[config.mk]
export PLATFORM = sky130hd
export DESIGN_NAME = descriptor_slot_allocator_top
export DESIGN_NICKNAME = d
export VERILOG_FILES = /design/src/hdl/dsa_pkg.sv /design/src/hdl/dsa_ffs.sv /design/src/hdl/descriptor_slot_allocator_top.sv
export SDC_FILE = /design/constraint.sdc
export NUM_CORES = 2
export LEC_CHECK = 0
export BUFFER_PORTS_ARGS = -buffer_cell sky130_fd_sc_hd__buf_4
export CAP_MARGIN = 10
export CORE_ASPECT_RATIO = 1.5
export CORE_MARGIN = 1.5
export CORE_UTILIZATION = 25
export CTS_CLUSTER_DIAMETER = 100
export DETAILED_ROUTE_END_ITERATION = 12
export SLEW_MARGIN = 15
export SYNTH_ARGS = -nofsm -noshare
export SYNTH_HDL_FRONTEND = slang
export SYNTH_SLANG_ARGS = --single-unit
[constraint.sdc]
create_clock -name clk -period 7.6 [get_ports clk]
set_clock_uncertainty 0.2 [all_clocks]
set_input_delay 1.14 -clock clk [delete_from_list [all_inputs] [get_ports clk]]
set_output_delay 1.14 -clock clk [all_outputs]
set_load 0.02 [all_outputs]
[src/hdl/dsa_pkg.sv]
package dsa_pkg;

    localparam int SLOT_W   = 10;
    localparam int CNT_W    = 11;
    localparam int STATUS_W = 2;
    localparam int ROW_BITS = 32;
    localparam int BIT_W    = 5;

    localparam logic [CNT_W-1:0] MAX_COUNT_RESET = 11'd1024;
    localparam logic [CNT_W-1:0] LIMIT_FLOOR     = 11'd4;

    localparam logic OP_ALLOC = 1'b0;
    localparam logic OP_FREE  = 1'b1;

    localparam logic [STATUS_W-1:0] STATUS_OK      = 2'd0;
    localparam logic [STATUS_W-1:0] STATUS_WRAP    = 2'd1;
    localparam logic [STATUS_W-1:0] STATUS_DBLFREE = 2'd2;

    typedef struct packed {
        logic              op;
        logic [SLOT_W-1:0] slot;
    } req_t;

    typedef struct packed {
        logic [SLOT_W-1:0]   granted;
        logic [STATUS_W-1:0] status;
    } rsp_t;

    typedef struct packed {
        logic             found;
        logic [BIT_W-1:0] idx;
    } ffs_t;

    typedef enum logic [2:0] {
        ST_IDLE,
        ST_DISPATCH,
        ST_FREE_CHECK,
        ST_FIND_BIT,
        ST_DONE
    } state_t;

endpackage

[src/hdl/dsa_ffs.sv]
module dsa_ffs
    import dsa_pkg::*;
(
    input  logic [ROW_BITS-1:0] vec,
    output ffs_t                res
);

    // lowest set bit wins
    always_comb
    begin
        res.found = |vec;
        res.idx   = '0;
        for (int i = ROW_BITS - 1; i >= 0; i--)
        begin
            if (vec[i])
            begin
                res.idx = BIT_W'(i);
            end
        end
    end

endmodule

[src/hdl/descriptor_slot_allocator_top.sv]
// Flow: an accepted word is dispatched; a bump allocate or an out-of-map free goes
// straight to the result, a free first checks its bitmap row and a reuse allocate first
// searches a row for a free bit. One word at a time: requests stall until the result is
// loaded for output; the row and bit searches share the find-first-set unit.
// Reset: counters, row flags and the handshake clear at once; the bitmap
// memory needs no clearing pass since per-row valid flags mask stale rows.
module descriptor_slot_allocator_top
    import dsa_pkg::*;
#(
    parameter int MAX_SLOTS = 1024
)
(
    input  logic             clk,
    input  logic             rst_n,
    input  logic             cfg_we,
    input  logic [CNT_W-1:0] cfg_data,
    input  logic             req_valid,
    output logic             req_stall,
    input  req_t             req,
    output logic             rsp_valid,
    input  logic             rsp_stall,
    output rsp_t             rsp
);

    localparam int MAP_DEPTH = (MAX_SLOTS < (1 << SLOT_W)) ? MAX_SLOTS : (1 << SLOT_W);
    localparam int ROWS      = (MAP_DEPTH + ROW_BITS - 1) / ROW_BITS;
    localparam int ROW_W     = (ROWS > 1) ? $clog2(ROWS) : 1;
    localparam int TOT_W     = $clog2(MAP_DEPTH + 1);
    localparam int LIM_MAX   = (MAX_SLOTS < (1 << CNT_W) - 1) ? MAX_SLOTS : (1 << CNT_W) - 1;

    state_t state_reg, state_next;

    logic [CNT_W-1:0]    max_count_reg;
    logic [CNT_W-1:0]    bump_reg, bump_next;
    logic [TOT_W-1:0]    total_reg, total_next;
    logic [ROWS-1:0]     row_valid_reg, row_valid_next;
    logic [ROWS-1:0]     row_busy_reg, row_busy_next;

    logic                op_reg;
    logic [SLOT_W-1:0]   slot_reg;
    logic [ROW_W-1:0]    row_reg, row_next;
    logic [SLOT_W-1:0]   res_granted_reg, res_granted_next;
    logic [STATUS_W-1:0] res_status_reg, res_status_next;

    logic                rsp_valid_reg, rsp_valid_next;
    rsp_t                rsp_reg;

    logic [ROW_BITS-1:0] mem [ROWS];
    logic [ROW_BITS-1:0] rd_data_reg;
    logic                rd_en;
    logic [ROW_W-1:0]    rd_addr;
    logic                wr_en;
    logic [ROW_W-1:0]    wr_addr;
    logic [ROW_BITS-1:0] wr_data;

    logic [CNT_W-1:0]    limit;
    logic                reuse;
    logic                in_map;
    logic                bump_wrap;
    logic [CNT_W:0]      bump_inc;
    logic [ROW_BITS-1:0] row_word;
    logic [ROW_BITS-1:0] bit_mask;
    logic [ROW_BITS-1:0] ffs_vec;
    ffs_t                ffs_res;
    logic                rsp_load;
    logic                accept;

    dsa_ffs u_ffs
    (
        .vec (ffs_vec),
        .res (ffs_res)
    );

    assign accept    = req_valid && !req_stall;
    assign req_stall = (state_reg != ST_IDLE);
    assign rsp_valid = rsp_valid_reg;
    assign rsp       = rsp_reg;

    // saturate the register to the legal range
    always_comb
    begin
        if (max_count_reg < LIMIT_FLOOR)
        begin
            limit = LIMIT_FLOOR;
        end
        else if (max_count_reg > CNT_W'(LIM_MAX))
        begin
            limit = CNT_W'(LIM_MAX);
        end
        else
        begin
            limit = max_count_reg;
        end
    end

    assign reuse     = (total_reg != '0) &&
                       ({{(CNT_W + 1 - TOT_W){1'b0}}, total_reg} >= {3'b000, limit[CNT_W-1:2]});
    assign in_map    = ({1'b0, slot_reg} < (SLOT_W + 1)'(MAP_DEPTH));
    assign bump_inc  = {1'b0, bump_reg} + (CNT_W + 1)'(1);
    assign bump_wrap = (bump_inc >= {1'b0, limit});
    assign row_word  = row_valid_reg[row_reg] ? rd_data_reg : '0;
    assign ffs_vec   = (state_reg == ST_FIND_BIT) ? rd_data_reg : ROW_BITS'(row_busy_reg);
    assign bit_mask  = (state_reg == ST_FIND_BIT) ? (ROW_BITS'(1) << ffs_res.idx)
                                                  : (ROW_BITS'(1) << slot_reg[BIT_W-1:0]);
    assign rsp_load  = (state_reg == ST_DONE) && (!rsp_valid_reg || !rsp_stall);

    always_comb
    begin
        state_next = state_reg;
        unique case (state_reg)
            ST_IDLE:
            begin
                if (accept)
                begin
                    state_next = ST_DISPATCH;
                end
            end
            ST_DISPATCH:
            begin
                if (op_reg == OP_FREE)
                begin
                    state_next = in_map ? ST_FREE_CHECK : ST_DONE;
                end
                else
                begin
                    state_next = reuse ? ST_FIND_BIT : ST_DONE;
                end
            end
            ST_FREE_CHECK: state_next = ST_DONE;
            ST_FIND_BIT:   state_next = ST_DONE;
            ST_DONE:
            begin
                if (rsp_load)
                begin
                    state_next = ST_IDLE;
                end
            end
            default:       state_next = ST_IDLE;
        endcase
    end

    always_comb
    begin
        bump_next        = bump_reg;
        total_next       = total_reg;
        row_valid_next   = row_valid_reg;
        row_busy_next    = row_busy_reg;
        row_next         = row_reg;
        res_granted_next = res_granted_reg;
        res_status_next  = res_status_reg;
        rd_en            = 1'b0;
        rd_addr          = row_reg;
        wr_en            = 1'b0;
        wr_addr          = row_reg;
        wr_data          = row_word | bit_mask;
        unique case (state_reg)
            ST_DISPATCH:
            begin
                res_status_next = STATUS_OK;
                if (op_reg == OP_FREE)
                begin
                    res_granted_next = slot_reg;
                    row_next         = slot_reg[BIT_W +: ROW_W];
                    rd_en            = in_map;
                    rd_addr          = slot_reg[BIT_W +: ROW_W];
                end
                else if (reuse)
                begin
                    // first nonempty row, read it for the bit search
                    row_next = ffs_res.idx[ROW_W-1:0];
                    rd_en    = 1'b1;
                    rd_addr  = ffs_res.idx[ROW_W-1:0];
                end
                else
                begin
                    res_granted_next = bump_reg[SLOT_W-1:0];
                    if (bump_wrap)
                    begin
                        bump_next       = '0;
                        res_status_next = STATUS_WRAP;
                    end
                    else
                    begin
                        bump_next = bump_inc[CNT_W-1:0];
                    end
                end
            end
            ST_FREE_CHECK:
            begin
                if ((row_word & bit_mask) != '0)
                begin
                    res_status_next = STATUS_DBLFREE;
                end
                else
                begin
                    wr_en                   = 1'b1;
                    wr_data                 = row_word | bit_mask;
                    row_valid_next[row_reg] = 1'b1;
                    row_busy_next[row_reg]  = 1'b1;
                    total_next              = total_reg + TOT_W'(1);
                end
            end
            ST_FIND_BIT:
            begin
                wr_en                  = 1'b1;
                wr_data                = rd_data_reg & ~bit_mask;
                row_busy_next[row_reg] = |(rd_data_reg & ~bit_mask);
                total_next             = total_reg - TOT_W'(1);
                res_granted_next       = SLOT_W'({row_reg, ffs_res.idx});
            end
            default:
            begin
            end
        endcase
    end

    always_comb
    begin
        rsp_valid_next = rsp_valid_reg && rsp_stall;
        if (rsp_load)
        begin
            rsp_valid_next = 1'b1;
        end
    end

    always_ff @(posedge clk or negedge rst_n)
    begin
        if (!rst_n)
        begin
            state_reg     <= ST_IDLE;
            max_count_reg <= MAX_COUNT_RESET;
            bump_reg      <= '0;
            total_reg     <= '0;
            row_valid_reg <= '0;
            row_busy_reg  <= '0;
            rsp_valid_reg <= 1'b0;
        end
        else
        begin
            state_reg     <= state_next;
            bump_reg      <= bump_next;
            total_reg     <= total_next;
            row_valid_reg <= row_valid_next;
            row_busy_reg  <= row_busy_next;
            rsp_valid_reg <= rsp_valid_next;
            if (cfg_we)
            begin
                max_count_reg <= cfg_data;
            end
        end
    end

    always_ff @(posedge clk)
    begin
        row_reg         <= row_next;
        res_granted_reg <= res_granted_next;
        res_status_reg  <= res_status_next;
        if (accept)
        begin
            op_reg   <= req.op;
            slot_reg <= req.slot;
        end
        if (rsp_load)
        begin
            rsp_reg.granted <= res_granted_reg;
            rsp_reg.status  <= res_status_reg;
        end
    end

    // bitmap rows
    always_ff @(posedge clk)
    begin
        if (wr_en)
        begin
            mem[wr_addr] <= wr_data;
        end
        if (rd_en)
        begin
            rd_data_reg <= mem[rd_addr];
        end
    end

endmodule

==> reports/metrics.json <==
{
  "drt_iter0_drc": {"value": 2876},
  "synth-edff-count": {"value": 1091},
  "critPathCaptureType": {"value": "flip-flop"},
  "synth-async-reset-ratio": {"value": 8.438, "unit": "%"},
  "registers.top_by_ff_count": {"value": "mem"},
  "combinational_family_with_the_most_area_after_synthesis": {"value": "compound AO/OA/AOI/OAI gates"},
  "nNetsFinal": {"value": 3686},
  "worst_path_max_delay_cell": {"value": "sky130_fd_sc_hd__o211ai_1"},
  "hpwl": {"value": 87.86, "unit": "mm"},
  "ctsLongestPathBuffers": {"value": 3},
  "global_route_usage_sum": {"value": 14.04, "unit": "%"},
  "cell_area_after_synthesis": {"value": 51020, "unit": "µm²"},
  "finalNonFillerCells": {"value": 6366},
  "synth.ff_latch_count": {"value": 1197},
  "antenna_found_initial": {"value": 1},
  "post-route-min-period": {"value": 6.150, "unit": "ns"},
  "cp_data_required_time": {"value": 7.91, "unit": "ns"},
  "buffer_ports.inserted": {"value": 40},
  "routedWlPerCell": {"value": 23.39, "unit": "µm"},
  "worst_ep_arrival_time": {"value": 6.46, "unit": "ns"},
  "muxShareOfSynthArea": {"value": 8.600, "unit": "%"},
  "multi_input_comb_area": {"value": 15140, "unit": "µm²"},
  "avgSynthCellArea": {"value": 14.28, "unit": "µm²"},
  "setup.worst_path.start_class": {"value": "flip-flop"},
  "final_setup_tns": {"value": 0, "unit": "ns"},
  "ctsRootBufferMaster": {"value": "sky130_fd_sc_hd__clkbuf_16"},
  "synthesis.nets": {"value": 3631},
  "antenna_violating_nets_post_route": {"value": 0},
  "crit_family": {"value": "compound AO/OA/AOI/OAI gates"},
  "syn_to_final_growth": {"value": 15.84, "unit": "%"},
  "layout.area.seq": {"value": 35390, "unit": "µm²"},
  "maximum_number_of_pins_on_one_net_before_global_route_repair": {"value": 131},
  "outcome": {"value": "completed"},
  "post_synth_and_or_nand_nor_area_fraction": {"value": 8.769, "unit": "%"},
  "clkSinkCount": {"value": 1197},
  "final_worst_path_cycle_share": {"value": 80.93, "unit": "%"},
  "placed_cells_incl_taps": {"value": 6177},
  "compound_gate_portion_of_the_synthesized_area": {"value": 9.924, "unit": "%"},
  "avgViaCountPerCell": {"value": 4.995},
  "post_synth_xor_area_fraction": {"value": 0.2918, "unit": "%"},
  "power_density_normalized_to_cell_area": {"value": 447.6, "unit": "nW/µm²"},
  "ir_drop": {"value": 496.0, "unit": "µV"},
  "yosysWarningCount": {"value": 0},
  "postRouteWirelength": {"value": 148.9, "unit": "mm"},
  "worst_slew_pin_slew": {"value": 1.212, "unit": "ns"},
  "report.final.hold_viol_count": {"value": 0},
  "cts_resized": {"value": 0},
  "die_width": {"value": 371.9, "unit": "µm"},
  "grt_overflow": {"value": 0},
  "grt_pass1_wl": {"value": 215.8, "unit": "mm"},
  "floorplan.core_area": {"value": 202400, "unit": "µm²"},
  "drc_errors": {"value": 0},
  "setup_repair_after_global_routing_missed_its_margin": {"value": "no"},
  "cts_max_level": {"value": 3},
  "timing_max_transition_violations_final": {"value": 0},
  "postCtsSetupBuffers": {"value": 0},
  "hold_path_class": {"value": "primary input to asynchronous set/reset pin"},
  "rows": {"value": 202},
  "crit_path_cell_trace": {"value": "or4_1, nor4_1, nor2_1, nor2_1, ha_1, nor2b_1, o21ai_0, a21oi_1, nor2_1, o21a_2, o211ai_1, buf_12, nor2b_4, buf_12, a221oi_1, a22oi_1, a31oi_1"},
  "max_cap_viol_count": {"value": 0},
  "path_common_cell": {"value": "sky130_fd_sc_hd__nor2_1"},
  "via_count_of_the_first_global_routing_pass": {"value": 31610},
  "path_class": {"value": "flip-flop to flip-flop"},
  "post_route_cells_drive_above_1_share": {"value": 13.20, "unit": "%"},
  "final_setup_violation_count": {"value": 0},
  "design.die.area": {"value": 206900, "unit": "µm²"},
  "layout.cells.most_common": {"value": "sky130_fd_sc_hd__edfxtp_1"},
  "slowest_delay": {"value": 0.62, "unit": "ns"},
  "tritoncts_clock_tree": {"value": "done"},
  "chipHeight": {"value": 556.3, "unit": "µm"},
  "clkSlewWorstSetupHoldPaths": {"value": 0.08, "unit": "ns"},
  "initial_core_util": {"value": 25.20, "unit": "%"},
  "cellLeakagePower": {"value": 21.09, "unit": "nW"},
  "cts_inserted_buffers": {"value": 100},
  "ys_seq_area_share": {"value": 69.36, "unit": "%"},
  "adder_cell_area_share_of_the_yosys_netlist": {"value": 0.7749, "unit": "%"},
  "worst_slew_margin_relative_to_its_limit": {"value": 19.17, "unit": "%"},
  "route.vias.total": {"value": 31800},
  "clk_latency": {"value": 0.73, "unit": "ns"},
  "path_buf_inv": {"value": 2},
  "ys_types": {"value": 101},
  "drt_first_pass_iters": {"value": 5},
  "fmax": {"value": 0.1626, "unit": "GHz"},
  "cts_hold_buf": {"value": 0},
  "max_ffs_per_register": {"value": 1024},
  "worst-path-max-fanout": {"value": 130},
  "fillCellCount": {"value": 20010},
  "globalplace.congestion": {"value": 0.9146},
  "synth_flop_cell": {"value": "sky130_fd_sc_hd__edfxtp_1"},
  "leading_cell_types_in_the_layout_fill_and_taps_excluded": {"value": "sky130_fd_sc_hd__edfxtp_1 (1091), sky130_fd_sc_hd__nand2_1 (589), sky130_fd_sc_hd__mux2i_1 (378)"},
  "postSynthCellCount": {"value": 3573},
  "num_io_pins": {"value": 41}
}
-- metrics by stage --
step	area (µm²)	power, W	hold slack (ns)	utilization [%]	setup slack [ns]
finish	59100	0.02646	0.1074	29.19	1.450
global route	59100	0.02760	0.1353	29.19	1.017
detailed placement	55710	0.02122	0.2080	27.52	1.510
CTS	59030	0.02649	0.09497	29.16	1.453
floorplan	51020	0.01703	0.2003	-	2.430
global placement	55700	0.02106	0.2030	27.51	1.457
-- cell usage after synthesis, types with 34 or more instances --
master,n,area [µm²]
sky130_fd_sc_hd__a2111oi_0,67,586.8
sky130_fd_sc_hd__a21oi_1,62,310.3
sky130_fd_sc_hd__a221oi_1,66,578.1
sky130_fd_sc_hd__a22oi_1,34,255.2
sky130_fd_sc_hd__a31oi_1,102,638.1
sky130_fd_sc_hd__and3_1,144,900.9
sky130_fd_sc_hd__buf_2,56,280.3
sky130_fd_sc_hd__clkbuf_1,114,427.9
sky130_fd_sc_hd__dfrtp_1,100,2502
sky130_fd_sc_hd__edfxtp_1,1091,32760
sky130_fd_sc_hd__mux2_2,41,461.7
sky130_fd_sc_hd__mux2i_1,381,3814
sky130_fd_sc_hd__nand2_1,590,2215
sky130_fd_sc_hd__nor2_1,62,232.7
sky130_fd_sc_hd__o21ai_0,77,385.4
sky130_fd_sc_hd__o21bai_1,41,307.8
-- power breakdown --
group          leakage [nW]  switching (W)  internal, W  total [W]
registers              11.4       0.000705      0.00910    0.00981
logic                  8.09        0.00752      0.00384     0.0114
clock network          1.61        0.00244      0.00285    0.00530
-- cells by family after synthesis --
| family | count (synthesis) |
|---|---|
| adders and majority gates | 31 |
| buffers and inverters | 253 |
| xor gates and xnor gates | 17 |
| AOI/OAI and AO/OA | 681 |
| muxes | 428 |
| DFF | 1197 |
| and+or+nand+nor | 966 |
-- path summary, 6_finish.rpt --
kind                                    start               end  slack [ns]  depth (start not counted)
max in group asynchronous               rst_n      state_reg[2]        5.69                          2
hold reg to reg            res_granted_reg[0]            rsp[2]        0.22                          0
min in group clk           res_granted_reg[0]            rsp[2]        0.22                          0
setup reg to reg             max_count_reg[6]    rd_data_reg[8]        1.45                         17
hold / removal                          rst_n  max_count_reg[6]        0.11                          1
setup / recovery             max_count_reg[6]    rd_data_reg[8]        1.45                         17
-- layout make-up --
type,count,area share (%)
Sequential cell,1197,59.88
Tap cell,2652,5.614
Clock inverter,72,1.300
Multi-Input combinational cell,2123,25.62
Antenna cell,2,0.008468
Inverter,27,0.2138
Clock buffer,114,4.323
Timing Repair Buffer,179,3.042
-- per-layer routing --
metal / vias up / routed length [µm] / GRT usage, %
met5: - / 0 / 0
met4: 0 / 7060 / 6.468
met3: 287 / 7245 / 1.364
met2: 1070 / 78820 / 26.24
met1: 16440 / 55790 / 15.86
li1: 14010 / - / -
Power figures use the tool's default switching activity.
